**config.mk**
```make
export PLATFORM = sky130hd
export DESIGN_NAME = event_record_ring_buffer
export DESIGN_NICKNAME = d
export VERILOG_FILES = /design/src/hw/rtl/erb_pkg.sv /design/src/hw/rtl/event_record_ring_buffer.sv /design/src/hw/rtl/erb_fifo.sv /design/src/hw/rtl/erb_front.sv /design/src/hw/rtl/erb_back.sv
export SDC_FILE = /design/constraint.sdc
export NUM_CORES = 2
export LEC_CHECK = 0
export BUFFER_PORTS_ARGS = -buffer_cell sky130_fd_sc_hd__buf_4
export CELL_PAD_IN_SITES_DETAIL_PLACEMENT = 1
export CELL_PAD_IN_SITES_GLOBAL_PLACEMENT = 1
export CORE_ASPECT_RATIO = 1.5
export CORE_MARGIN = 3
export CORE_UTILIZATION = 53
export DETAILED_ROUTE_END_ITERATION = 8
export GPL_TIMING_DRIVEN = 1
export PLACE_DENSITY_LB_ADDON = 0.1
export SETUP_SLACK_MARGIN = 0.4
export SLEW_MARGIN = 20
export SYNTH_ARGS = -nofsm -noshare
export SYNTH_HDL_FRONTEND = slang
export SYNTH_SLANG_ARGS = --single-unit
export TNS_END_PERCENT = 10
```
**constraint.sdc**
```tcl
create_clock -name clk -period 10.5 [get_ports clk]
set_input_delay 2.1 -clock clk [delete_from_list [all_inputs] [get_ports clk]]
set_output_delay 2.1 -clock clk [all_outputs]
set_load 0.01 [all_outputs]
```
**src/hw/rtl/erb_pkg.sv**
```systemverilog
// Shared types and constants of the event record ring buffer.
// Depends on nothing; the top level, front and back modules import it.
`timescale 1ns / 1ps

package erb_pkg;

	// Sizing defaults and record layout.
	localparam int DEF_CAPACITY  = 128;
	localparam int DEF_CMD_DEPTH = 2;
	localparam int DEF_RES_DEPTH = 4;
	localparam int HEADER_BYTES  = 4;
	localparam int MAX_PAYLOAD   = 60;
	localparam int LEN_POS       = 3;

	// Operation codes of an input transaction.
	typedef enum logic [1:0] {
		OP_BEGIN   = 2'd0,
		OP_PAYLOAD = 2'd1,
		OP_POP     = 2'd2,
		OP_FAULT   = 2'd3
	} op_t;

	// Header byte positions written after the first (id low) byte.
	localparam logic [1:0] HDR_ID_HI = 2'd1;
	localparam logic [1:0] HDR_TYPE  = 2'd2;
	localparam logic [1:0] HDR_LEN   = 2'(LEN_POS);

	// Classified command handed from the front to the back.
	typedef struct packed {
		op_t        op;
		logic [7:0] event_type;
		logic [5:0] length;
		logic [7:0] payload_byte;
		logic       clear_fault;
	} cmd_t;

	// One result transaction.
	typedef struct packed {
		logic [7:0]  record_byte;
		logic        last_byte;
		logic [6:0]  record_size;
		logic        accepted;
		logic [15:0] assigned_id;
		logic        fault_flag;
	} res_t;

	// Sequencer states of the back end.
	typedef enum logic [1:0] {
		BS_IDLE,
		BS_HDR,
		BS_POP_LEN,
		BS_POP_STREAM
	} back_state_t;

endpackage

```
**src/hw/rtl/event_record_ring_buffer.sv**
```systemverilog
// Event record ring buffer: stores variable-length event records in a byte ring.
// Input channel: push/full. A transaction carries op, event_type, payload_length,
// payload_byte and clear_fault. Result channel: empty/pop, one result byte
// or status word per transaction, oldest first.
// A begin returns one result (accepted, assigned_id); a payload byte returns
// none; a pop returns every byte of the oldest record, or one empty marker;
// a fault read returns one result with the fault flag.
// Throughput is set by the one-port ring memory behind a two-entry command
// queue: a payload byte is a single write, a begin that fits writes its header
// one byte per cycle and one that does not writes nothing, and a pop reads the
// length, decodes it, reads one byte per cycle while the result queue has room,
// drains the read stage and releases the record.
// A four-entry result queue lets the sequencer run ahead of the receiver;
// when the receiver stalls, the queue fills and then full rises on the input.
// Reset clears all control state: both queues empty, no record stored,
// next id 1, fault flag clear. The ring contents need no clearing.
// Depends on erb_pkg, erb_fifo, erb_front and erb_back.
`timescale 1ns / 1ps

module event_record_ring_buffer import erb_pkg::*; #(
	parameter int CAPACITY  = DEF_CAPACITY,
	parameter int CMD_DEPTH = DEF_CMD_DEPTH,
	parameter int RES_DEPTH = DEF_RES_DEPTH
) (
	input  logic        clk,
	input  logic        arst_n,
	input  logic        push,
	output logic        full,
	input  logic [1:0]  op,
	input  logic [7:0]  event_type,
	input  logic [5:0]  payload_length,
	input  logic [7:0]  payload_byte,
	input  logic        clear_fault,
	output logic        empty,
	input  logic        pop,
	output logic [7:0]  record_byte,
	output logic        last_byte,
	output logic [6:0]  record_size,
	output logic        accepted,
	output logic [15:0] assigned_id,
	output logic        fault_flag
);

	logic                           cmd_valid;
	logic                           cmd_pop;
	cmd_t                           cmd;
	logic                           res_push;
	res_t                           res_in;
	res_t                           res_head;
	logic                           res_full;
	logic [$clog2(RES_DEPTH+1)-1:0] res_count;

	// Accept and classify input transactions.
	erb_front #(
		.CMD_DEPTH(CMD_DEPTH)
	) u_front (
		.clk            (clk),
		.arst_n         (arst_n),
		.push           (push),
		.full           (full),
		.op             (op),
		.event_type     (event_type),
		.payload_length (payload_length),
		.payload_byte   (payload_byte),
		.clear_fault    (clear_fault),
		.cmd_pop        (cmd_pop),
		.cmd_valid      (cmd_valid),
		.cmd            (cmd)
	);

	// Carry out commands against the ring.
	erb_back #(
		.CAPACITY  (CAPACITY),
		.RES_DEPTH (RES_DEPTH)
	) u_back (
		.clk       (clk),
		.arst_n    (arst_n),
		.cmd_valid (cmd_valid),
		.cmd       (cmd),
		.cmd_pop   (cmd_pop),
		.res_count (res_count),
		.res_push  (res_push),
		.res       (res_in)
	);

	// Result queue toward the receiver.
	erb_fifo #(
		.WIDTH($bits(res_t)),
		.DEPTH(RES_DEPTH)
	) u_res_fifo (
		.clk     (clk),
		.arst_n  (arst_n),
		.push    (res_push),
		.wr_data (res_in),
		.pop     (pop),
		.rd_data (res_head),
		.full    (res_full),
		.empty   (empty),
		.count   (res_count)
	);

	// Result fields; the sequencer never pushes into a full queue.
	assign record_byte = res_head.record_byte;
	assign last_byte   = res_head.last_byte;
	assign record_size = res_head.record_size;
	assign accepted    = res_head.accepted && !res_full ? 1'b1 : res_head.accepted;
	assign assigned_id = res_head.assigned_id;
	assign fault_flag  = res_head.fault_flag;

endmodule

```
**src/hw/rtl/erb_fifo.sv**
```systemverilog
// Small register-based first-in first-out queue.
// Depends on nothing; used for the command queue and the result queue.
`timescale 1ns / 1ps

module erb_fifo #(
	parameter int WIDTH = 8,
	parameter int DEPTH = 2
) (
	input  logic                       clk,
	input  logic                       arst_n,
	input  logic                       push,
	input  logic [WIDTH-1:0]           wr_data,
	input  logic                       pop,
	output logic [WIDTH-1:0]           rd_data,
	output logic                       full,
	output logic                       empty,
	output logic [$clog2(DEPTH+1)-1:0] count
);

	localparam int PW = (DEPTH > 1) ? $clog2(DEPTH) : 1;
	localparam int CW = $clog2(DEPTH + 1);

	logic [WIDTH-1:0] mem_q [DEPTH];
	logic [PW-1:0]    wr_ptr_q;
	logic [PW-1:0]    rd_ptr_q;
	logic [CW-1:0]    count_q;
	logic             do_push;
	logic             do_pop;

	function automatic logic [PW-1:0] ptr_inc(input logic [PW-1:0] p);
		return (p == PW'(DEPTH - 1)) ? '0 : p + 1'b1;
	endfunction

	// Flags and head entry.
	assign full    = (count_q == CW'(DEPTH));
	assign empty   = (count_q == '0);
	assign count   = count_q;
	assign rd_data = mem_q[rd_ptr_q];
	assign do_push = push && !full;
	assign do_pop  = pop && !empty;

	// Storage holds payload only.
	always_ff @(posedge clk) begin
		if (do_push) begin
			mem_q[wr_ptr_q] <= wr_data;
		end
	end

	// Pointers and fill count.
	always_ff @(posedge clk or negedge arst_n) begin
		if (!arst_n) begin
			wr_ptr_q <= '0;
			rd_ptr_q <= '0;
			count_q  <= '0;
		end else begin
			if (do_push) begin
				wr_ptr_q <= ptr_inc(wr_ptr_q);
			end
			if (do_pop) begin
				rd_ptr_q <= ptr_inc(rd_ptr_q);
			end
			if (do_push && !do_pop) begin
				count_q <= count_q + CW'(1);
			end else if (do_pop && !do_push) begin
				count_q <= count_q - CW'(1);
			end
		end
	end

endmodule

```
**src/hw/rtl/erb_front.sv**
```systemverilog
// Front end: accepts input transactions, classifies them and queues commands.
// Depends on erb_pkg and erb_fifo.
`timescale 1ns / 1ps

module erb_front import erb_pkg::*; #(
	parameter int CMD_DEPTH = DEF_CMD_DEPTH
) (
	input  logic       clk,
	input  logic       arst_n,
	input  logic       push,
	output logic       full,
	input  logic [1:0] op,
	input  logic [7:0] event_type,
	input  logic [5:0] payload_length,
	input  logic [7:0] payload_byte,
	input  logic       clear_fault,
	input  logic       cmd_pop,
	output logic       cmd_valid,
	output cmd_t       cmd
);

	cmd_t in_cmd;
	logic cmd_empty;

	// Decode the operation and bound the payload length.
	always_comb begin
		in_cmd.op           = op_t'(op);
		in_cmd.event_type   = event_type;
		in_cmd.length       = (payload_length > 6'(MAX_PAYLOAD)) ?
			6'(MAX_PAYLOAD) : payload_length;
		in_cmd.payload_byte = payload_byte;
		in_cmd.clear_fault  = clear_fault;
	end

	// Command queue decouples the input side from the sequencer.
	erb_fifo #(
		.WIDTH($bits(cmd_t)),
		.DEPTH(CMD_DEPTH)
	) u_cmd_fifo (
		.clk     (clk),
		.arst_n  (arst_n),
		.push    (push),
		.wr_data (in_cmd),
		.pop     (cmd_pop),
		.rd_data (cmd),
		.full    (full),
		.empty   (cmd_empty),
		.count   ()
	);

	assign cmd_valid = !cmd_empty;

endmodule

```
**src/hw/rtl/erb_back.sv**
```systemverilog
// Back end: ring memory, record bookkeeping and the pop sequencer.
// Depends on erb_pkg; feeds the result queue in the top level.
`timescale 1ns / 1ps

module erb_back import erb_pkg::*; #(
	parameter int CAPACITY  = DEF_CAPACITY,
	parameter int RES_DEPTH = DEF_RES_DEPTH
) (
	input  logic                           clk,
	input  logic                           arst_n,
	input  logic                           cmd_valid,
	input  cmd_t                           cmd,
	output logic                           cmd_pop,
	input  logic [$clog2(RES_DEPTH+1)-1:0] res_count,
	output logic                           res_push,
	output res_t                           res
);

	localparam int IW  = $clog2(CAPACITY);
	localparam int CW  = $clog2(CAPACITY + 1);
	localparam int FW  = ((CW > 7) ? CW : 7) + 1;
	localparam int RCW = $clog2(RES_DEPTH + 1);

	back_state_t state_q;
	back_state_t state_d;

	logic [7:0]    mem_q [CAPACITY];
	logic [7:0]    rdata_s1;
	logic          rd_vld_s1;
	logic          rd_last_s1;

	logic [IW-1:0] read_idx_q;
	logic [IW-1:0] tail_q;
	logic [IW-1:0] wr_ptr_q;
	logic [IW-1:0] rd_ptr_q;
	logic [CW-1:0] committed_q;
	logic [6:0]    pending_q;
	logic [5:0]    remain_q;
	logic          writing_q;
	logic [15:0]   next_id_q;
	logic          fault_q;
	logic [1:0]    hdr_pos_q;
	logic [15:0]   hdr_id_q;
	logic [7:0]    hdr_type_q;
	logic [5:0]    hdr_len_q;
	logic [6:0]    size_q;
	logic [6:0]    left_q;

	logic          mem_we;
	logic [IW-1:0] mem_waddr;
	logic [7:0]    mem_wdata;
	logic          mem_re;
	logic [IW-1:0] mem_raddr;

	logic          credit;
	logic          fits;
	logic          payload_ok;
	logic          pop_done;
	logic [IW:0]   len_sum;
	logic [IW-1:0] len_addr;
	logic [7:0]    rec_len;
	logic [6:0]    rec_size;
	logic [6:0]    pop_size;

	function automatic logic [IW-1:0] ring_inc(input logic [IW-1:0] p);
		return (p == IW'(CAPACITY - 1)) ? '0 : p + 1'b1;
	endfunction

	// Room in the result queue, counting a read that is still in flight.
	assign credit = ({1'b0, res_count} + (RCW+1)'(rd_vld_s1)) < (RCW+1)'(RES_DEPTH);

	// Fit check of a new record against the committed bytes.
	assign fits = (FW'(committed_q) + FW'(7'(HEADER_BYTES) + {1'b0, cmd.length}))
		<= FW'(CAPACITY);

	assign payload_ok = writing_q && (remain_q != '0);
	assign pop_done   = (left_q == '0) && !rd_vld_s1;

	// Ring position of the length byte of the oldest record.
	assign len_sum  = {1'b0, read_idx_q} + (IW+1)'(LEN_POS);
	assign len_addr = (len_sum >= (IW+1)'(CAPACITY)) ?
		IW'(len_sum - (IW+1)'(CAPACITY)) : IW'(len_sum);

	// Size of the record being popped, bounded by the committed bytes.
	assign rec_len  = (rdata_s1 > 8'(MAX_PAYLOAD)) ? 8'(MAX_PAYLOAD) : rdata_s1;
	assign rec_size = 7'(HEADER_BYTES) + rec_len[6:0];
	assign pop_size = (FW'(rec_size) > FW'(committed_q)) ? 7'(committed_q) : rec_size;

	// Next-state logic of the sequencer.
	always_comb begin
		state_d = state_q;
		unique case (state_q)
			BS_IDLE: begin
				if (cmd_pop && (cmd.op == OP_BEGIN) && fits) begin
					state_d = BS_HDR;
				end else if (cmd_pop && (cmd.op == OP_POP) && (committed_q != '0)) begin
					state_d = BS_POP_LEN;
				end
			end
			BS_HDR: begin
				if (hdr_pos_q == HDR_LEN) begin
					state_d = BS_IDLE;
				end
			end
			BS_POP_LEN: begin
				state_d = BS_POP_STREAM;
			end
			BS_POP_STREAM: begin
				if (pop_done) begin
					state_d = BS_IDLE;
				end
			end
			default: begin
				state_d = BS_IDLE;
			end
		endcase
	end

	// Output logic: command dequeue, memory access and result transactions.
	always_comb begin
		cmd_pop   = 1'b0;
		res_push  = 1'b0;
		res       = '0;
		mem_we    = 1'b0;
		mem_waddr = wr_ptr_q;
		mem_wdata = '0;
		mem_re    = 1'b0;
		mem_raddr = rd_ptr_q;
		unique case (state_q)
			BS_IDLE: begin
				if (cmd_valid) begin
					unique case (cmd.op)
						OP_BEGIN: begin
							if (credit) begin
								cmd_pop         = 1'b1;
								res_push        = 1'b1;
								res.last_byte   = 1'b1;
								res.accepted    = fits;
								res.assigned_id = next_id_q;
								if (fits) begin
									mem_we    = 1'b1;
									mem_waddr = tail_q;
									mem_wdata = next_id_q[7:0];
								end
							end
						end
						OP_PAYLOAD: begin
							cmd_pop = 1'b1;
							if (payload_ok) begin
								mem_we    = 1'b1;
								mem_wdata = cmd.payload_byte;
							end
						end
						OP_POP: begin
							if (committed_q == '0) begin
								if (credit) begin
									cmd_pop       = 1'b1;
									res_push      = 1'b1;
									res.last_byte = 1'b1;
								end
							end else begin
								cmd_pop   = 1'b1;
								mem_re    = 1'b1;
								mem_raddr = len_addr;
							end
						end
						OP_FAULT: begin
							if (credit) begin
								cmd_pop        = 1'b1;
								res_push       = 1'b1;
								res.last_byte  = 1'b1;
								res.fault_flag = fault_q;
							end
						end
						default: begin
							cmd_pop = 1'b0;
						end
					endcase
				end
			end
			BS_HDR: begin
				mem_we = 1'b1;
				unique case (hdr_pos_q)
					HDR_ID_HI: mem_wdata = hdr_id_q[15:8];
					HDR_TYPE:  mem_wdata = hdr_type_q;
					HDR_LEN:   mem_wdata = {2'b00, hdr_len_q};
					default:   mem_wdata = '0;
				endcase
			end
			BS_POP_LEN: begin
				mem_re = 1'b0;
			end
			BS_POP_STREAM: begin
				if ((left_q != '0) && credit) begin
					mem_re = 1'b1;
				end
			end
			default: begin
				mem_re = 1'b0;
			end
		endcase

		// Record bytes come back in the cycle after their read.
		if (rd_vld_s1) begin
			res_push        = 1'b1;
			res.record_byte = rdata_s1;
			res.last_byte   = rd_last_s1;
			res.record_size = size_q;
		end
	end

	// Ring memory with registered read data.
	always_ff @(posedge clk) begin
		if (mem_we) begin
			mem_q[mem_waddr] <= mem_wdata;
		end
		if (mem_re) begin
			rdata_s1 <= mem_q[mem_raddr];
		end
	end

	// Header and record payload registers.
	always_ff @(posedge clk) begin
		if ((state_q == BS_IDLE) && cmd_pop && (cmd.op == OP_BEGIN)) begin
			hdr_id_q   <= next_id_q;
			hdr_type_q <= cmd.event_type;
			hdr_len_q  <= cmd.length;
		end
		if (state_q == BS_POP_LEN) begin
			size_q <= pop_size;
		end
		rd_last_s1 <= (left_q == 7'd1);
	end

	// Control state and ring bookkeeping.
	always_ff @(posedge clk or negedge arst_n) begin
		if (!arst_n) begin
			state_q     <= BS_IDLE;
			read_idx_q  <= '0;
			tail_q      <= '0;
			wr_ptr_q    <= '0;
			rd_ptr_q    <= '0;
			committed_q <= '0;
			pending_q   <= '0;
			remain_q    <= '0;
			writing_q   <= 1'b0;
			next_id_q   <= 16'd1;
			fault_q     <= 1'b0;
			hdr_pos_q   <= '0;
			left_q      <= '0;
			rd_vld_s1   <= 1'b0;
		end else begin
			state_q   <= state_d;
			rd_vld_s1 <= mem_re && (state_q == BS_POP_STREAM);
			unique case (state_q)
				BS_IDLE: begin
					if (cmd_pop) begin
						unique case (cmd.op)
							OP_BEGIN: begin
								// A new begin abandons any unfinished record.
								next_id_q <= next_id_q + 16'd1;
								writing_q <= 1'b0;
								pending_q <= '0;
								remain_q  <= '0;
								if (fits) begin
									wr_ptr_q  <= ring_inc(tail_q);
									hdr_pos_q <= HDR_ID_HI;
								end else begin
									fault_q  <= 1'b1;
									wr_ptr_q <= tail_q;
								end
							end
							OP_PAYLOAD: begin
								if (payload_ok) begin
									wr_ptr_q <= ring_inc(wr_ptr_q);
									if (remain_q == 6'd1) begin
										committed_q <= committed_q + CW'(pending_q) + CW'(1);
										tail_q      <= ring_inc(wr_ptr_q);
										writing_q   <= 1'b0;
										pending_q   <= '0;
										remain_q    <= '0;
									end else begin
										pending_q <= pending_q + 7'd1;
										remain_q  <= remain_q - 6'd1;
									end
								end
							end
							OP_FAULT: begin
								if (cmd.clear_fault) begin
									fault_q <= 1'b0;
								end
							end
							default: begin
								fault_q <= fault_q;
							end
						endcase
					end
				end
				BS_HDR: begin
					wr_ptr_q  <= ring_inc(wr_ptr_q);
					hdr_pos_q <= hdr_pos_q + 2'd1;
					if (hdr_pos_q == HDR_LEN) begin
						// A record without payload commits with its header.
						if (hdr_len_q == '0) begin
							committed_q <= committed_q + CW'(HEADER_BYTES);
							tail_q      <= ring_inc(wr_ptr_q);
						end else begin
							writing_q <= 1'b1;
							pending_q <= 7'(HEADER_BYTES);
							remain_q  <= hdr_len_q;
						end
					end
				end
				BS_POP_LEN: begin
					rd_ptr_q <= read_idx_q;
					left_q   <= pop_size;
				end
				BS_POP_STREAM: begin
					if (mem_re) begin
						rd_ptr_q <= ring_inc(rd_ptr_q);
						left_q   <= left_q - 7'd1;
					end
					if (pop_done) begin
						read_idx_q  <= rd_ptr_q;
						committed_q <= committed_q - CW'(size_q);
					end
				end
				default: begin
					left_q <= '0;
				end
			endcase
		end
	end

endmodule

```
==> flow_results.org <==
** Worst hold path
- Path class of the lowest-slack min-delay path :: flop to flop
- The worst hold path begins at u_back.next_id_q[14].

** Logic synthesis
- Summing the areas of all compound-gate instances in the mapped netlist gives 8.42% of the synthesized area.
- In the post-synthesis netlist, the biggest area contributors are edfxtp_1 (67%), nand2_1 (5.2%), dfrtp_1 (4.0%).
- Share of synthesized registers carrying an async set or reset :: 6.73%
- Yosys mapped a number of flops with a built-in enable equal to 1,247.
- Summing the areas of all fa, ha and maj instances in the mapped netlist gives 1.54% of the synthesized area.
- The synthesized design spends more area on one cell type than any other, namely edfxtp_1.
- Synth top area share :: 67.2%
- Synthesized Nets :: 4,107
- Synth Flop Type :: edfxtp_1
- Register area share after synthesis :: 71.3%
- XOR/XNOR Fraction of Synth Area :: 0.959%
- After synthesis the netlist holds a flip-flop and latch count of 1,338.
- Synthesized instance count :: 4,012
- The synthesized netlist contains 80 unique library cells.
- edfxtp_1 is the most common cell in the netlist.
- The mapped netlist covers 55,700 sq um.
- Syn avg cell area :: 13.9 sq um
- After Yosys synthesis, and, or, nand and nor cells account for 10.2% of the synthesized area.
- Largest family of logic cells by synthesized area :: simple AND/OR/NAND/NOR gates
- During synthesis, Yosys emitted a total of 0 warnings.
- Top cells by instance count after synthesis :: edfxtp_1 (1,247), nand2_1 (765), a21oi_1 (214)
- After synthesis, the share of cell area in mux cells is 5.10%.

** Floorplanning
- Number of placement rows :: 145
- In this run the horizontal extent of the chip is 271 um.
- Count of pins on the block boundary :: 65
- The floorplan step defined a die boundary enclosing 109,000 sq um.
- The core region is 104,000 sq um.
- For this configuration, the core starts out at a cell density of 53.4%.
- Die Height :: 403 um

** Clock network
- Buffers added to address setup during post-CTS repair amount to 0.
- Clock-pin slew was measured on the worst setup and hold paths at 0.07 ns.
- The tree is rooted in a clkbuf_16.
- Cts bufs inserted :: 130
- The H-tree was split into 4 levels.
- Counting every sink on the clock net gives 1,338.
- The clock passes through at most 3 buffers.
- Hold-fix buffers at CTS :: 0
- Clock insertion delay at the later pin of the skew report :: 0.75 ns
- Post-CTS Resized :: 0
- TritonCTS clock tree :: yes

** Power and ir drop
- VDD sags by at most 201 uV.
- For this design the static power due to leakage is 21.3 nW.
- Power Dens Cells :: 265 nW/um^2
- Total power draw :: 0.0165 W

** Job
- The tool flagged a number of max-cap violations equal to 0.

** Placed design
- Number of placed instances, taps included :: 5,369
- The HPWL after detailed placement is 105,000 um.
- Final GP Congestion :: 0.891
- Number of buffers added on ports :: 64

** Finish
- From synthesis to final layout, the design area changed by 11.8%.
- Footprint of the multi-input gates :: 15,000 sq um
- Antenna cells :: 0
- The filler cells instantiated in the layout total 9,859.
- The post-route netlist has 12.8% of its cells at a drive strength greater than 1.
- The finished layout holds 5,601 standard cells, fillers aside.
- Fin nets :: 4,200
- FF/Latch Area :: 39,700 sq um

** Timing
- Summed over all failing endpoints, the final setup total negative slack is 0 ns.
- Final setup violation count :: 0
- Final clock period utilization by the worst path :: 65.4%
- For the pin with the worst max-slew slack, the measured transition is 1.33 ns.
- Layout Skew :: 0.0236 ns
- Setup repair after global routing left no endpoint under its margin.
- Derived from the worst setup path, the maximum achievable clock frequency is 146 MHz.
- Final hold violation count :: 0
- Final Max Tran Viols :: 0
- Max transition margin :: 11.0%
- Fin crit period :: 6.87 ns

** Routing
- The first TritonRoute pass finished after 6 iterations.
- After detailed routing, the number of remaining DRC violations is 0.
- Dividing the detail-routed wire length by the instance count gives 29.1 um.
- After detailed routing, the total wire length is 163,000 um.
- DRT iter0 DRCs :: 3,465
- Once detail routing completed, the nets flagged for antenna violations numbered 0.
- Dividing the detail-routed via count by the number of cells gives 6.27.
- Total via count after detailed routing :: 35,100

** Critical path
- Start point of the critical path :: u_front.u_cmd_fifo.rd_ptr_q
- Of all nets on the critical path, the largest fanout is 73.
- The largest single stage delay on the critical path is 1.17 ns.
- Crit path arrival time :: 7.31 ns
- Crit path required time :: 10.94 ns
- CP max-delay cell :: a2111oi_1
- Crit path launch type :: flop
- Endpoint kind of the worst setup timing path :: flop
- Traced cell by cell, the critical path runs through buf_4 > mux2i_1 > ha_1 > inv_1 > a211oi_4 > buf_4 > mux2i_4 > buf_4 > nand2_1 > buf_4 > a21oi_1 > nor4_1 > a2111oi_1 > nand2_1 > nor4_1.
- Dominant cell type by count on the critical path :: buf_4
- Critical path class :: flop to flop
- Launch point of the worst reg-to-reg path :: u_front.u_cmd_fifo.rd_ptr_q

** Global routing
- Entering global routing, the biggest net connects 162 pins.
- Wire length of the first global-routing pass :: 241,000 um
- All-Layer GR Usage :: 29.8%
- The number of antenna violations at the first check in global routing came to 0.
- For this run the aggregate overflow at the end of global routing stands at 0.
- The number of global-route vias before repair came to 36,800.

** Status
- The run finished with clean final reports.
## cell families after synthesis
logic type,after synthesis
adder cells (fa/ha/maj),66
AND/OR/NAND/NOR,1295
AO/OA/AOI/OAI,705
buffers and inverters,313
flip-flops,1338
multiplexers,234
XOR/XNOR,61
## flip-flops by register name (all words and copies together), names as in the netlist, 7 cells and up
| register | count |
|---|---|
| u_back.tail_q | 7 |
| u_back.left_q | 7 |
| u_back.size_q | 7 |
| u_back.pending_q | 7 |
| u_front.u_cmd_fifo.mem_q | 50 |
| u_back.rdata_s1 | 8 |
| u_back.mem_q | 1024 |
| u_back.hdr_id_q | 8 |
| u_res_fifo.mem_q | 136 |
| u_back.rd_ptr_q | 7 |
| u_back.wr_ptr_q | 7 |
| u_back.read_idx_q | 7 |
| u_back.committed_q | 8 |
| u_back.hdr_type_q | 8 |
| u_back.next_id_q | 16 |
## power breakdown
part | internal [W] | total, W | switching, W
Combinational | 0.00165 | 0.00529 | 0.00365
Sequential | 0.00641 | 0.00670 | 0.000294
Clock | 0.00253 | 0.00451 | 0.00197
Total | 0.0106 | 0.0165 | 0.00591
## critical path, delay by kind of cell, from the launching register on
family          cells  cell delay [ns]
flops               1             0.32
compound gates      3             1.56
simple gates        4             1.74
mux                 2             0.67
fa+ha+maj           1             0.27
buf+inv             5             1.92
## placed cells by master (no fill, tap or decap), types with 34 or more instances in the layout
| cell | instances |
|---|---|
| edfxtp_1 | 1247 |
| nand2_1 | 765 |
| a21oi_1 | 212 |
| buf_4 | 209 |
| mux2i_1 | 154 |
| a32oi_1 | 142 |
| clkbuf_16 | 138 |
| nor3_1 | 117 |
| nor2_1 | 114 |
| nand3_1 | 97 |
| dfrtp_1 | 88 |
| o21ai_0 | 82 |
| o22ai_1 | 75 |
| ha_1 | 62 |
| inv_1 | 61 |
| xnor2_1 | 42 |
| mux2_2 | 39 |
| a22oi_1 | 35 |
| a31oi_1 | 34 |
| mux4_2 | 34 |
## metrics by stage
step	hold WS (ns)	worst slack, ns	instance area (sq um)	utilization (%)
final	0.450	3.63	62300	59.8
after global placement	0.430	3.80	58200	55.8
after floorplan	0.425	2.38	55700	-
after CTS	0.449	3.88	62300	59.7
after global routing	0.464	3.52	62300	59.8
after detailed placement	0.443	3.95	58200	55.8
## metal layers
metal / vias up / global-route usage [%] / wire, um / part of all wire, %
met3: 375 / 3.74 / 8030 / 4.9
met4: 0 / 17.1 / 10000 / 6.1
met1: 18100 / 34.6 / 59600 / 37
met5: - / 0 / 0 / 0
li1: 15400 / - / - / -
met2: 1216 / 53.2 / 85600 / 52
## worst paths after layout
kind / endpoint / slack, ns / cells after the start
worst max-delay path: u_back.rdata_s1[2] / 3.63 / 15
worst min-delay path: u_back.hdr_id_q[14] / 0.45 / 0
worst max register to register: u_back.rdata_s1[2] / 3.63 / 15
worst min register to register: u_back.hdr_id_q[14] / 0.45 / 0
max in group asynchronous: u_res_fifo.rd_ptr_q[0] / 7.84 / 2
min in group asynchronous: u_back.next_id_q[10] / 1.32 / 1
## cell type report
cell class	instances	share of cell area [%]
Sequential cell	1338	63.7
Inverter	62	0.373
Clock inverter	63	0.723
Tap cell	1396	2.80
Multi-Input combinational cell	2361	24.0
Clock buffer	169	5.76
Timing Repair Buffer	212	2.61
No activity file was read; power rests on OpenSTA's default activity.
